File: src/hw/rtl/qdd_pkg.sv
package qdd_pkg;

   localparam int unsigned STEPS_PER_DETENT_DEF = 4;
   localparam int unsigned DETENTS_PER_TURN_DEF = 8;

   localparam int unsigned DEG_PER_TURN = 360;

   localparam int unsigned POS_W = 4;
   localparam int unsigned DEG_W = 9;

   localparam logic [1:0] PINS_AT_RESET = 2'b11;

   localparam logic OP_SAMPLE = 1'b0;
   localparam logic OP_SET    = 1'b1;

   typedef logic signed [POS_W-1:0] position_type;
   typedef logic        [DEG_W-1:0] degrees_type;
   typedef logic signed [1:0]       step_type;

   function automatic step_type step_dir(input logic [1:0] old_pair, input logic [1:0] new_pair);
      step_type dir;
      unique case ({old_pair, new_pair})
         4'b0010, 4'b0100, 4'b1101, 4'b1011: dir = 2'sd1;
         4'b0001, 4'b0111, 4'b1110, 4'b1000: dir = -2'sd1;
         default:                            dir = 2'sd0;
      endcase
      return dir;
   endfunction

endpackage

File: src/hw/rtl/qdd_if.sv
interface qdd_req_if;
   import qdd_pkg::*;

   logic         valid;
   logic         ready;
   logic         opcode;
   logic         pin_a;
   logic         pin_b;
   position_type new_position;

   modport source (output valid, output opcode, output pin_a, output pin_b,
                   output new_position, input ready);
   modport sink   (input valid, input opcode, input pin_a, input pin_b,
                   input new_position, output ready);
endinterface

interface qdd_rsp_if;
   import qdd_pkg::*;

   logic         valid;
   logic         ready;
   position_type position_count;
   degrees_type  position_degrees;

   modport source (output valid, output position_count, output position_degrees,
                   input ready);
   modport sink   (input valid, input position_count, input position_degrees,
                   output ready);
endinterface

File: src/hw/rtl/qdd_step.sv
module qdd_step
   import qdd_pkg::*;
#(
   parameter int unsigned STEPS_PER_DETENT = STEPS_PER_DETENT_DEF,
   parameter int unsigned DETENTS_PER_TURN = DETENTS_PER_TURN_DEF,
   localparam int unsigned AccW = $clog2(STEPS_PER_DETENT) + 2,
   localparam int unsigned CntW = ($clog2(DETENTS_PER_TURN) + 2 > 5) ?
                                  $clog2(DETENTS_PER_TURN) + 2 : 5
)(
   input  logic                   opcode,
   input  logic [1:0]             pins,
   input  position_type           new_position,
   input  logic [1:0]             prev_pins,
   input  logic signed [AccW-1:0] accum,
   input  logic signed [CntW-1:0] count,
   output logic [1:0]             prev_pins_nxt,
   output logic signed [AccW-1:0] accum_nxt,
   output logic signed [CntW-1:0] count_nxt
);

   localparam logic signed [AccW-1:0] AccHi = AccW'(STEPS_PER_DETENT);
   localparam logic signed [AccW-1:0] AccLo = -AccHi;
   localparam logic signed [CntW-1:0] CntHi = CntW'(DETENTS_PER_TURN);
   localparam logic signed [CntW-1:0] CntLo = -CntHi;

   step_type               dir;
   logic signed [AccW-1:0] acc_sum;
   logic signed [CntW-1:0] cnt_raw;

   always_comb begin
      dir     = step_dir(prev_pins, pins);
      acc_sum = accum + AccW'(dir);
      prev_pins_nxt = prev_pins;
      accum_nxt     = accum;
      cnt_raw       = count;
      if (opcode == OP_SET) begin
         cnt_raw = CntW'(new_position);
      end else begin
         prev_pins_nxt = pins;
         priority if (acc_sum >= AccHi) begin
            cnt_raw   = count - CntW'(1);
            accum_nxt = '0;
         end else if (acc_sum <= AccLo) begin
            cnt_raw   = count + CntW'(1);
            accum_nxt = '0;
         end else begin
            accum_nxt = acc_sum;
         end
      end
      if (cnt_raw >= CntHi || cnt_raw <= CntLo) begin
         count_nxt = '0;
      end else begin
         count_nxt = cnt_raw;
      end
   end

endmodule

File: src/hw/rtl/quadrature_detent_decoder_unit.sv
// The response becomes valid in the cycle after the request transfer.
// Throughput: one item per cycle; the request side stalls only while a
// response is held and the response side is not ready.
// Reset (synchronous, active high): pins pair high, sub-step accumulator and
// detent count zero, no response pending.
module quadrature_detent_decoder_unit
   import qdd_pkg::*;
#(
   parameter int unsigned STEPS_PER_DETENT = STEPS_PER_DETENT_DEF,
   parameter int unsigned DETENTS_PER_TURN = DETENTS_PER_TURN_DEF
)(
   input logic        clock,
   input logic        reset,
   qdd_req_if.sink    req_ch,
   qdd_rsp_if.source  rsp_ch
);

   localparam int unsigned AccW = $clog2(STEPS_PER_DETENT) + 2;
   localparam int unsigned CntW = ($clog2(DETENTS_PER_TURN) + 2 > 5) ?
                                  $clog2(DETENTS_PER_TURN) + 2 : 5;
   localparam int unsigned MagW = $clog2(DETENTS_PER_TURN);

   logic                   take;
   logic [1:0]             prev_pins_ff, prev_pins_in;
   logic signed [AccW-1:0] accum_ff, accum_in;
   logic signed [CntW-1:0] count_ff, count_in;
   logic signed [CntW-1:0] mag;
   degrees_type            deg_table [DETENTS_PER_TURN];
   logic                   rsp_valid_ff;
   position_type           rsp_count_ff;
   degrees_type            rsp_degrees_ff;

   for (genvar i = 0; i < DETENTS_PER_TURN; i++) begin : g_deg
      localparam int unsigned DegVal = (i * DEG_PER_TURN) / DETENTS_PER_TURN;
      assign deg_table[i] = DEG_W'(DegVal);
   end

   qdd_step #(
      .STEPS_PER_DETENT (STEPS_PER_DETENT),
      .DETENTS_PER_TURN (DETENTS_PER_TURN)
   ) u_step (
      .opcode        (req_ch.opcode),
      .pins          ({req_ch.pin_b, req_ch.pin_a}),
      .new_position  (req_ch.new_position),
      .prev_pins     (prev_pins_ff),
      .accum         (accum_ff),
      .count         (count_ff),
      .prev_pins_nxt (prev_pins_in),
      .accum_nxt     (accum_in),
      .count_nxt     (count_in)
   );

   assign req_ch.ready = !rsp_valid_ff || rsp_ch.ready;
   assign take         = req_ch.valid && req_ch.ready;
   assign mag          = (count_in < 0) ? -count_in : count_in;

   always_ff @(posedge clock) begin
      if (reset) begin
         prev_pins_ff <= PINS_AT_RESET;
         accum_ff     <= '0;
         count_ff     <= '0;
         rsp_valid_ff <= 1'b0;
      end else begin
         if (take) begin
            prev_pins_ff <= prev_pins_in;
            accum_ff     <= accum_in;
            count_ff     <= count_in;
            rsp_valid_ff <= 1'b1;
         end else if (rsp_ch.ready) begin
            rsp_valid_ff <= 1'b0;
         end
      end
   end

   always_ff @(posedge clock) begin
      if (take) begin
         rsp_count_ff   <= count_in[POS_W-1:0];
         rsp_degrees_ff <= deg_table[mag[MagW-1:0]];
      end
   end

   assign rsp_ch.valid            = rsp_valid_ff;
   assign rsp_ch.position_count   = rsp_count_ff;
   assign rsp_ch.position_degrees = rsp_degrees_ff;

endmodule
File: src/flat_wrapper.sv
// flat-port wrapper written by rule: the top's interface ports become plain ports
module quadrature_detent_decoder_unit_flat import qdd_pkg::*;
#(
   parameter int unsigned STEPS_PER_DETENT = STEPS_PER_DETENT_DEF,
   parameter int unsigned DETENTS_PER_TURN = DETENTS_PER_TURN_DEF
)
  (clock, reset, req_ch_valid, req_ch_opcode, req_ch_pin_a, req_ch_pin_b, req_ch_new_position, req_ch_ready, rsp_ch_valid, rsp_ch_position_count, rsp_ch_position_degrees, rsp_ch_ready);
  qdd_req_if req_ch_i ();
  qdd_rsp_if rsp_ch_i ();
  input logic clock;
  input logic reset;
  input wire logic [$bits(req_ch_i.valid)-1:0] req_ch_valid;
  input wire logic [$bits(req_ch_i.opcode)-1:0] req_ch_opcode;
  input wire logic [$bits(req_ch_i.pin_a)-1:0] req_ch_pin_a;
  input wire logic [$bits(req_ch_i.pin_b)-1:0] req_ch_pin_b;
  input wire logic [$bits(req_ch_i.new_position)-1:0] req_ch_new_position;
  output wire logic [$bits(req_ch_i.ready)-1:0] req_ch_ready;
  output wire logic [$bits(rsp_ch_i.valid)-1:0] rsp_ch_valid;
  output wire logic [$bits(rsp_ch_i.position_count)-1:0] rsp_ch_position_count;
  output wire logic [$bits(rsp_ch_i.position_degrees)-1:0] rsp_ch_position_degrees;
  input wire logic [$bits(rsp_ch_i.ready)-1:0] rsp_ch_ready;
  assign req_ch_i.valid = req_ch_valid;
  assign req_ch_i.opcode = req_ch_opcode;
  assign req_ch_i.pin_a = req_ch_pin_a;
  assign req_ch_i.pin_b = req_ch_pin_b;
  assign req_ch_i.new_position = req_ch_new_position;
  assign req_ch_ready = req_ch_i.ready;
  assign rsp_ch_valid = rsp_ch_i.valid;
  assign rsp_ch_position_count = rsp_ch_i.position_count;
  assign rsp_ch_position_degrees = rsp_ch_i.position_degrees;
  assign rsp_ch_i.ready = rsp_ch_ready;
  quadrature_detent_decoder_unit #(.STEPS_PER_DETENT(STEPS_PER_DETENT), .DETENTS_PER_TURN(DETENTS_PER_TURN)) u_core (.clock(clock), .reset(reset), .req_ch(req_ch_i), .rsp_ch(rsp_ch_i));
endmodule
File: config.mk
export PLATFORM = sky130hd
export DESIGN_NAME = quadrature_detent_decoder_unit_flat
export DESIGN_NICKNAME = d
export VERILOG_FILES = /design/src/hw/rtl/qdd_pkg.sv /design/src/hw/rtl/qdd_if.sv /design/src/hw/rtl/qdd_step.sv /design/src/hw/rtl/quadrature_detent_decoder_unit.sv /design/src/flat_wrapper.sv
export SDC_FILE = /design/constraint.sdc
export NUM_CORES = 1
export LEC_CHECK = 0
export ABC_AREA = 0
export BUFFER_PORTS_ARGS = -buffer_cell sky130_fd_sc_hd__buf_4
export CAP_MARGIN = 5
export CORE_ASPECT_RATIO = 1.2
export CORE_UTILIZATION = 35
export CTS_CLUSTER_DIAMETER = 120
export DETAILED_ROUTE_END_ITERATION = 16
export MAX_ROUTING_LAYER = met4
export PLACE_DENSITY = 0.62
export SETUP_SLACK_MARGIN = 0.05
export SLEW_MARGIN = 20
export SYNTH_ARGS = -nofsm -noshare
export SYNTH_HDL_FRONTEND = slang
export SYNTH_SLANG_ARGS = --single-unit
File: constraint.sdc
create_clock -name clock -period 6.6 [get_ports clock]
set_input_delay 0 -clock clock [delete_from_list [all_inputs] [get_ports clock]]
set_output_delay 0 -clock clock [all_outputs]
set_load 0.02 [all_outputs]
## After elaboration in Yosys (flattened, before gate mapping)

Memory sizes are Yosys's and may differ from the RTL's. A register that Yosys moved wholly into a read port is not among the register bits.
Cells that the tools add are included.

| storage, ports and cells | value |
|---|---|
| memory bits (read-only) | 104 |
| logic and storage cells | 33 |
| input port bits | 11 |
| output and inout port bits | 15 |
| bits in registers | 16 |
| memories | 2 |

| cells by class | value |
|---|---|
| order comparisons | 5 |
| multiplexer cells | 9 |
| add/sub/neg operators | 4 |
| reductions and logical operators | 6 |
| bitwise operators | 2 |

Memories:

| name | words | width | rd ports | clocked after memory_dff | wr ports | RTL line | text |
|---|---|---|---|---|---|---|---|
| (no name shown) | 8 | 9 | 1 | 1 | 0 | quadrature_detent_decoder_unit.sv:78 | `rsp_degrees_ff <= deg_table[mag[MagW-1:0]];` |
| (no name shown) | 16 | 2 | 1 | 0 | 0 | qdd_pkg.sv:22 | `unique case ({old_pair, new_pair})` |

Operators by type and width:

| cell | count |
|---|---|
| $mux W5 | 4 |
| $mux W4 | 2 |
| $add A5 B2 Y5 const B | 1 |
| $ge A5 B5 Y1 const B | 1 |
| $le A5 B4 Y1 const B | 1 |
| $lt A5 B1 Y1 const B | 1 |
| $sub A5 B2 Y5 const B | 1 |
| $add A4 B2 Y4 | 1 |
| $ge A4 B4 Y1 const B | 1 |
| $le A4 B3 Y1 const B | 1 |
| $not A3 Y4 | 1 |
| $mux W3 | 1 |
| $neg A3 Y3 | 1 |
| $logic_or A1 B1 Y1 | 2 |
| $mux W1 | 2 |
| $reduce_and A2 Y1 | 1 |
| $reduce_bool A2 Y1 | 1 |
| $logic_and A1 B1 Y1 | 1 |
| $logic_not A1 Y1 | 1 |
| $not A1 Y1 | 1 |

## Logic depth before layout (Yosys ltp)

An unclocked memory read counts as a cell.

| depth | value |
|---|---|
| depth after elaboration | 12 |
| mapped depth | 21 |
| depth with buffers taken out | 21 |

## By module

Synthesis repeated with hierarchy kept, for this count alone.

| unflattened totals | value |
|---|---|
| cells, all modules | 185 |
| area total of the unflattened synthesis | 1727.9 um^2 |

Modules (own cells, without submodules):

| module | instances | seq. area each (um^2) | area an instance (um^2) | cells an instance |
|---|---|---|---|---|
| quadrature_detent_decoder_unit | 1 | 600.6 | 1019.7 | 86 |
| qdd_step | 1 | 0.0 | 708.2 | 99 |

## Worst setup path after synthesis

No wires, ideal clock.

| path | value |
|---|---|
| path type | reg2reg |
| from | register u_core.prev_pins_ff[1] |
| to | register u_core.rsp_degrees_ff[4], in the netlist u_core.rsp_ch.position_degrees[4], data pin |
| data required time | 6340 ps |
| buffers on the path | 0 |
| cell stages (with the launch flop) | 17 |
| arrival | 4208 ps |
| setup time | 260 ps |
| slack | 2131 ps |
| cells stage by stage | dfxtp_1 mux4_2 ha_1 a21o_1 a21oi_1 xnor3_2 mux2i_1 xor2_1 xor2_1 a21oi_1 inv_1 ha_1 inv_1 a21o_1 a31oi_1 a31oi_4 mux2_4 |

| between the ends | value |
|---|---|
| cells in the longest elaborated chain, start to end | 12 |
| elaborated cells between the ends (all ways) | 15 |

Ends and longest elaborated chain:

| element | RTL line | text |
|---|---|---|
| from (decl) | quadrature_detent_decoder_unit.sv:24 | `logic [1:0] prev_pins_ff, prev_pins_in;` |
| from (signal assigned) | quadrature_detent_decoder_unit.sv:65 | `prev_pins_ff <= prev_pins_in;` |
| $mem_v2 Z16 W2 (*) | n/a |  |
| $add A4 B2 Y4 (*) | qdd_step.sv:32 | `acc_sum = accum + AccW'(dir);` |
| $le A4 B3 Y1 | qdd_step.sv:43 | `end else if (acc_sum <= AccLo) begin` |
| $mux W5 | qdd_step.sv:43 |  |
| $mux W5 (*) | qdd_step.sv:40 | `priority if (acc_sum >= AccHi) begin` |
| $mux W5 (*) | qdd_step.sv:36 | `if (opcode == OP_SET) begin` |
| $ge A5 B5 Y1 / $le A5 B4 Y1 (equally long branches) | qdd_step.sv:50 | `if (cnt_raw >= CntHi \|\| cnt_raw <= CntLo) begin` |
| $logic_or A1 B1 Y1 | qdd_step.sv:50 |  |
| $mux W5 (*) | qdd_step.sv:50 |  |
| net u_core.count_in[0] | quadrature_detent_decoder_unit.sv:26 | `logic signed [CntW-1:0] count_ff, count_in;` |
| $lt A5 B1 Y1 / $neg A3 Y3 (equally long branches) | quadrature_detent_decoder_unit.sv:55 | `assign mag = (count_in < 0) ? -count_in : count_in;` |
| $mux W3 (*) | quadrature_detent_decoder_unit.sv:55 |  |
| $not A3 Y4 (not written as such) (*) | quadrature_detent_decoder_unit.sv:78 |  |
| to (decl) | quadrature_detent_decoder_unit.sv:31 | `degrees_type rsp_degrees_ff;` |

The timed path passes the listed nets; every way through them passes the cells marked *.
A chain may end at the register's enable or synchronous reset.

## Worst setup path after layout

| path | value |
|---|---|
| from | input req_ch_pin_b |
| to | register u_core.rsp_degrees_ff[4], in the netlist u_core.rsp_ch.position_degrees[4], data pin |

| between the ends | value |
|---|---|
| cells in the longest elaborated chain, start to end | 12 |
| elaborated cells between the ends (all ways) | 15 |

Ends and longest elaborated chain:

| element | RTL line | text |
|---|---|---|
| from (decl) | flat_wrapper.sv:15 | `input wire logic [$bits(req_ch_i.pin_b)-1:0] req_ch_pin_b;` |
| $mem_v2 Z16 W2 (*) | n/a |  |
| $add A4 B2 Y4 (*) | qdd_step.sv:32 |  |
| $le A4 B3 Y1 | qdd_step.sv:43 |  |
| $mux W5 | qdd_step.sv:43 |  |
| $mux W5 (*) | qdd_step.sv:40 |  |
| $mux W5 (*) | qdd_step.sv:36 |  |
| $ge A5 B5 Y1 / $le A5 B4 Y1 (equally long branches) | qdd_step.sv:50 |  |
| $logic_or A1 B1 Y1 | qdd_step.sv:50 |  |
| $mux W5 (*) | qdd_step.sv:50 |  |
| net u_core.count_in[0] | quadrature_detent_decoder_unit.sv:26 |  |
| $lt A5 B1 Y1 / $neg A3 Y3 (equally long branches) | quadrature_detent_decoder_unit.sv:55 |  |
| $mux W3 (*) | quadrature_detent_decoder_unit.sv:55 |  |
| $not A3 Y4 (not written as such) (*) | quadrature_detent_decoder_unit.sv:78 |  |

Marks and branches as above.

==> impl_metrics.prom <==
# TYPE chip_impl_metric gauge
chip_impl_info{name="run_status",value="complete, no violations"} 1
chip_impl_info{name="rsz0062_at_grt",value="false"} 1
chip_impl_metric{name="pre_cts_slack",unit="ns"} 1.57
chip_impl_metric{name="final-hold-violation-count",unit=""} 0
chip_impl_metric{name="antennaDiodeCount",unit=""} 0
chip_impl_metric{name="globalRoute.totalOverflow",unit=""} 0
chip_impl_metric{name="htree_num_levels",unit=""} 1
chip_impl_metric{name="final.period_utilization",unit="%"} 80.2
chip_impl_metric{name="power.density",unit="nW/um2"} 249
chip_impl_metric{name="viasPerCell",unit=""} 4.85
chip_impl_metric{name="detail-route-antenna-nets",unit=""} 0
chip_impl_info{name="tritoncts",value="done"} 1
chip_impl_metric{name="report.final.slew_viol_count",unit=""} 0
chip_impl_metric{name="async_flop_share",unit="%"} 0
chip_impl_metric{name="syn-num-nets",unit=""} 177
chip_impl_metric{name="clk_pin_slew",unit="ns"} 0.08
chip_impl_metric{name="ioPinCount",unit=""} 26
chip_impl_metric{name="worstPathMaxFanout",unit=""} 7
chip_impl_metric{name="avgSynthCellArea",unit="um2"} 10.3
chip_impl_info{name="root_buffer",value="clkbuf_8"} 1
chip_impl_metric{name="synthDistinctLibCells",unit=""} 39
chip_impl_info{name="synth_area_leaders",value="edfxtp_1, dfxtp_1, ha_1, mux2i_1, nand2_1"} 1
chip_impl_metric{name="route.detailed.drc",unit=""} 0
chip_impl_metric{name="remaining_max_slew_budget_at_the_tightest_pin",unit="%"} 61.7
chip_impl_metric{name="timing.final.ws_setup",unit="ns"} 1.31
chip_impl_metric{name="flow.area_growth_from_synthesis",unit="%"} 22.7
chip_impl_metric{name="floorplan.initialDensity",unit="%"} 36.4
chip_impl_metric{name="vdd.ir_drop.worst",unit="uV"} 91.1
chip_impl_info{name="synth-main-ff-cell",value="edfxtp_1"} 1
chip_impl_metric{name="post_synth_inst_count",unit=""} 151
chip_impl_metric{name="first_global_vias",unit=""} 1125
chip_impl_metric{name="cts_bufs_inserted",unit=""} 3
chip_impl_metric{name="timing.setup.tns",unit="ns"} 0
chip_impl_metric{name="num_rows",unit=""} 26
chip_impl_metric{name="global_router_s_overall_resource_usage",unit="%"} 13.8
chip_impl_metric{name="grt_max_degree",unit=""} 20
chip_impl_metric{name="dieArea",unit="um2"} 4700
chip_impl_metric{name="clock-skew-final",unit="ns"} 0.00348
chip_impl_metric{name="post_detailed_route_wirelength_per_cell",unit="um"} 12.3
chip_impl_metric{name="hold-worst-slack",unit="ns"} 0.133
chip_impl_metric{name="power.static_leakage",unit="nW"} 0.870
chip_impl_metric{name="ys_seq_elements",unit=""} 24
chip_impl_metric{name="timing.fmax",unit="MHz"} 189
chip_impl_metric{name="drv.max_cap_violation_count",unit=""} 0
chip_impl_metric{name="number_of_synthesized_flops_with_an_enable_pin",unit=""} 12
chip_impl_metric{name="drtPass1Iterations",unit=""} 4
chip_impl_metric{name="clk_latency",unit="ns"} 0.27
chip_impl_info{name="worstSetupPathType",value="input port to register"} 1
chip_impl_metric{name="cp_data_required_time",unit="ns"} 6.63
chip_impl_metric{name="final_period_minus_worst_setup_slack",unit="ns"} 5.29
chip_impl_metric{name="drt_first_iter_violations",unit=""} 60
chip_impl_metric{name="gp_routability_congestion",unit=""} 0.864
chip_impl_info{name="synthDominantAreaCellType",value="edfxtp_1"} 1
chip_impl_info{name="min-delay-path-class",value="input port to register"} 1
chip_impl_metric{name="detailedPlacementHpwl",unit="mm"} 2.29
chip_impl_metric{name="die_w",unit="um"} 62.8
chip_impl_metric{name="clock_sink_count",unit=""} 24
chip_impl_metric{name="grt_pass1_wl",unit="mm"} 4.92
chip_impl_metric{name="worst_pin_slew",unit="ns"} 0.572
chip_impl_metric{name="clock_path_buffers",unit=""} 2
chip_impl_metric{name="fp.dieH",unit="um"} 74.9
chip_impl_metric{name="synthesis.yosys.warnings",unit=""} 0
chip_impl_info{name="startpoint_type",value="input port"} 1
chip_impl_metric{name="setup_viols_final",unit=""} 0
chip_impl_metric{name="post_route_cells_drive_above_1_share",unit="%"} 23.0
chip_impl_metric{name="cp.arrival",unit="ns"} 5.32
chip_impl_metric{name="grt_antenna_before_repair",unit=""} 0
chip_impl_metric{name="final_net_count",unit=""} 210
chip_impl_metric{name="synth_area",unit="um2"} 1550
chip_impl_metric{name="port_buffers",unit=""} 25
chip_impl_info{name="cp-end-kind",value="register"} 1
chip_impl_metric{name="vias",unit=""} 1160
chip_impl_metric{name="placeableCoreArea",unit="um2"} 4260
chip_impl_metric{name="yosys.area.top_type_share",unit="%"} 23.2
chip_impl_metric{name="drt_wl_total",unit="mm"} 2.95
chip_impl_metric{name="synth-seq-area-share",unit="%"} 38.7
chip_impl_metric{name="postLayoutCoreUtil",unit="%"} 44.7
==> layer usage <==
metal | wire length, um | vias to the layer above | GRT usage [%] | share of wire, %
met1 | 1210 | 553 | 14.4 | 41
li1 | - | 581 | - | -
met2 | 1630 | 21 | 26.9 | 55
met3 | 67 | 5 | 1.67 | 2.3
met5 | 0 | - | - | 0
met4 | 37 | 0 | 4.65 | 1.3
==> through the flow <==
step | area (um2) | std cells | total power, mW
after global routing | 1900 | 239 | 0.503
after CTS | 1900 | 239 | 0.479
after global placement | 1800 | 230 | 0.372
after floorplan | 1550 | 151 | 0.326
final | 1900 | 239 | 0.474
after detailed placement | 1800 | 230 | 0.377
==> cell usage after synthesis (2+ instances only) <==
| library cell | number |
|---|---|
| dfxtp_1 | 12 |
| a21oi_1 | 12 |
| nand2_1 | 21 |
| nand2b_1 | 2 |
| nor2_1 | 8 |
| xor2_1 | 4 |
| or3_1 | 2 |
| xnor2_1 | 4 |
| o21ai_0 | 2 |
| mux2i_1 | 9 |
| nor3_1 | 2 |
| nand4_1 | 2 |
| ha_1 | 14 |
| mux2_4 | 3 |
| mux2_2 | 2 |
| edfxtp_1 | 12 |
| clkinv_1 | 2 |
| nand3b_1 | 2 |
| a21o_1 | 2 |
| inv_1 | 15 |
==> power by group <==
part	total, mW	internal, mW	switching [mW]
sequential	0.191	0.182	0.00921
clock	0.0997	0.0533	0.0465
combinational	0.184	0.0836	0.100
total	0.474	0.318	0.156
==> critical path, cell delays in order <==
cell	delay (ns)
dlygate4sd3_1	0.53
buf_4	0.12
inv_1	0.06
ha_1	0.32
xnor2_1	0.18
xnor2_1	0.16
ha_1	0.20
inv_1	0.06
fa_1	0.41
xnor2_2	0.31
nand2_1	0.14
or3_1	0.34
mux2i_1	0.22
xor2_2	0.24
xor2_1	0.13
a21oi_1	0.46
inv_1	0.16
ha_1	0.26
inv_1	0.11
a21o_1	0.13
a31oi_1	0.11
a31oi_4	0.33
mux2_4	0.33
==> flip-flops by register name (all words and copies together) (netlist names) <==
signal / cells
u_core.rsp_ch.position_degrees: 8
u_core.prev_pins_ff: 2
u_core.count_ff: 5
u_core.accum_ff: 4
u_core.rsp_ch.position_count: 4
u_core.rsp_ch.valid: 1
==> final timing paths <==
| kind | start | end | slack (ns) | depth (start not counted) |
|---|---|---|---|---|
| worst min-delay path | req_ch_opcode | u_core.prev_pins_ff[0] | 0.13 | 4 |
| worst max-delay path | req_ch_pin_b | u_core.rsp_ch.position_degrees[4] | 1.31 | 23 |
| worst max register to register | u_core.prev_pins_ff[1] | u_core.rsp_ch.position_degrees[4] | 1.66 | 16 |
| worst min register to register | u_core.accum_ff[3] | u_core.accum_ff[3] | 0.47 | 2 |
==> logic make-up (layout without fill, tap and decap cells) <==
family          Yosys count  count (layout)  synth area share [%]
simple gates             42              42                  12.2
compound gates           25              25                  11.9
flops                    24              24                  38.7
buf+inv                  19              51                  4.84
fa+ha+maj                15              15                  12.6
mux                      15              15                  11.6
xor+xnor                 11              11                  8.15
==> final cells by class <==
class / count / area, um2
sequential: 24 / 601
clock buffer: 4 / 55.1
multi-input combinational: 108 / 876
tap: 56 / 70.1
inverter: 17 / 63.8
timing repair buffer: 30 / 238
fill: 420 / 2360
==> placed cells by master, fill, tap and decap left out, types with 3 or more instances in the layout <==
cell and instances:
buf_4 25, nand2_1 21, inv_1 15, ha_1 14
a21oi_1 12, dfxtp_1 12, edfxtp_1 12, mux2i_1 9
nor2_1 8, dlygate4sd3_1 5, xor2_1 4, xnor2_1 4
clkbuf_8 4, mux2_4 3
==> repair_timing <==
action | in CTS | in global routing
hold buffers | 5 | 0
resized for setup | 0 | 0
endpoints found under the hold margin | 12 | 0
buffers inserted | 0 | 0
(Power assumes the default switching activity.)
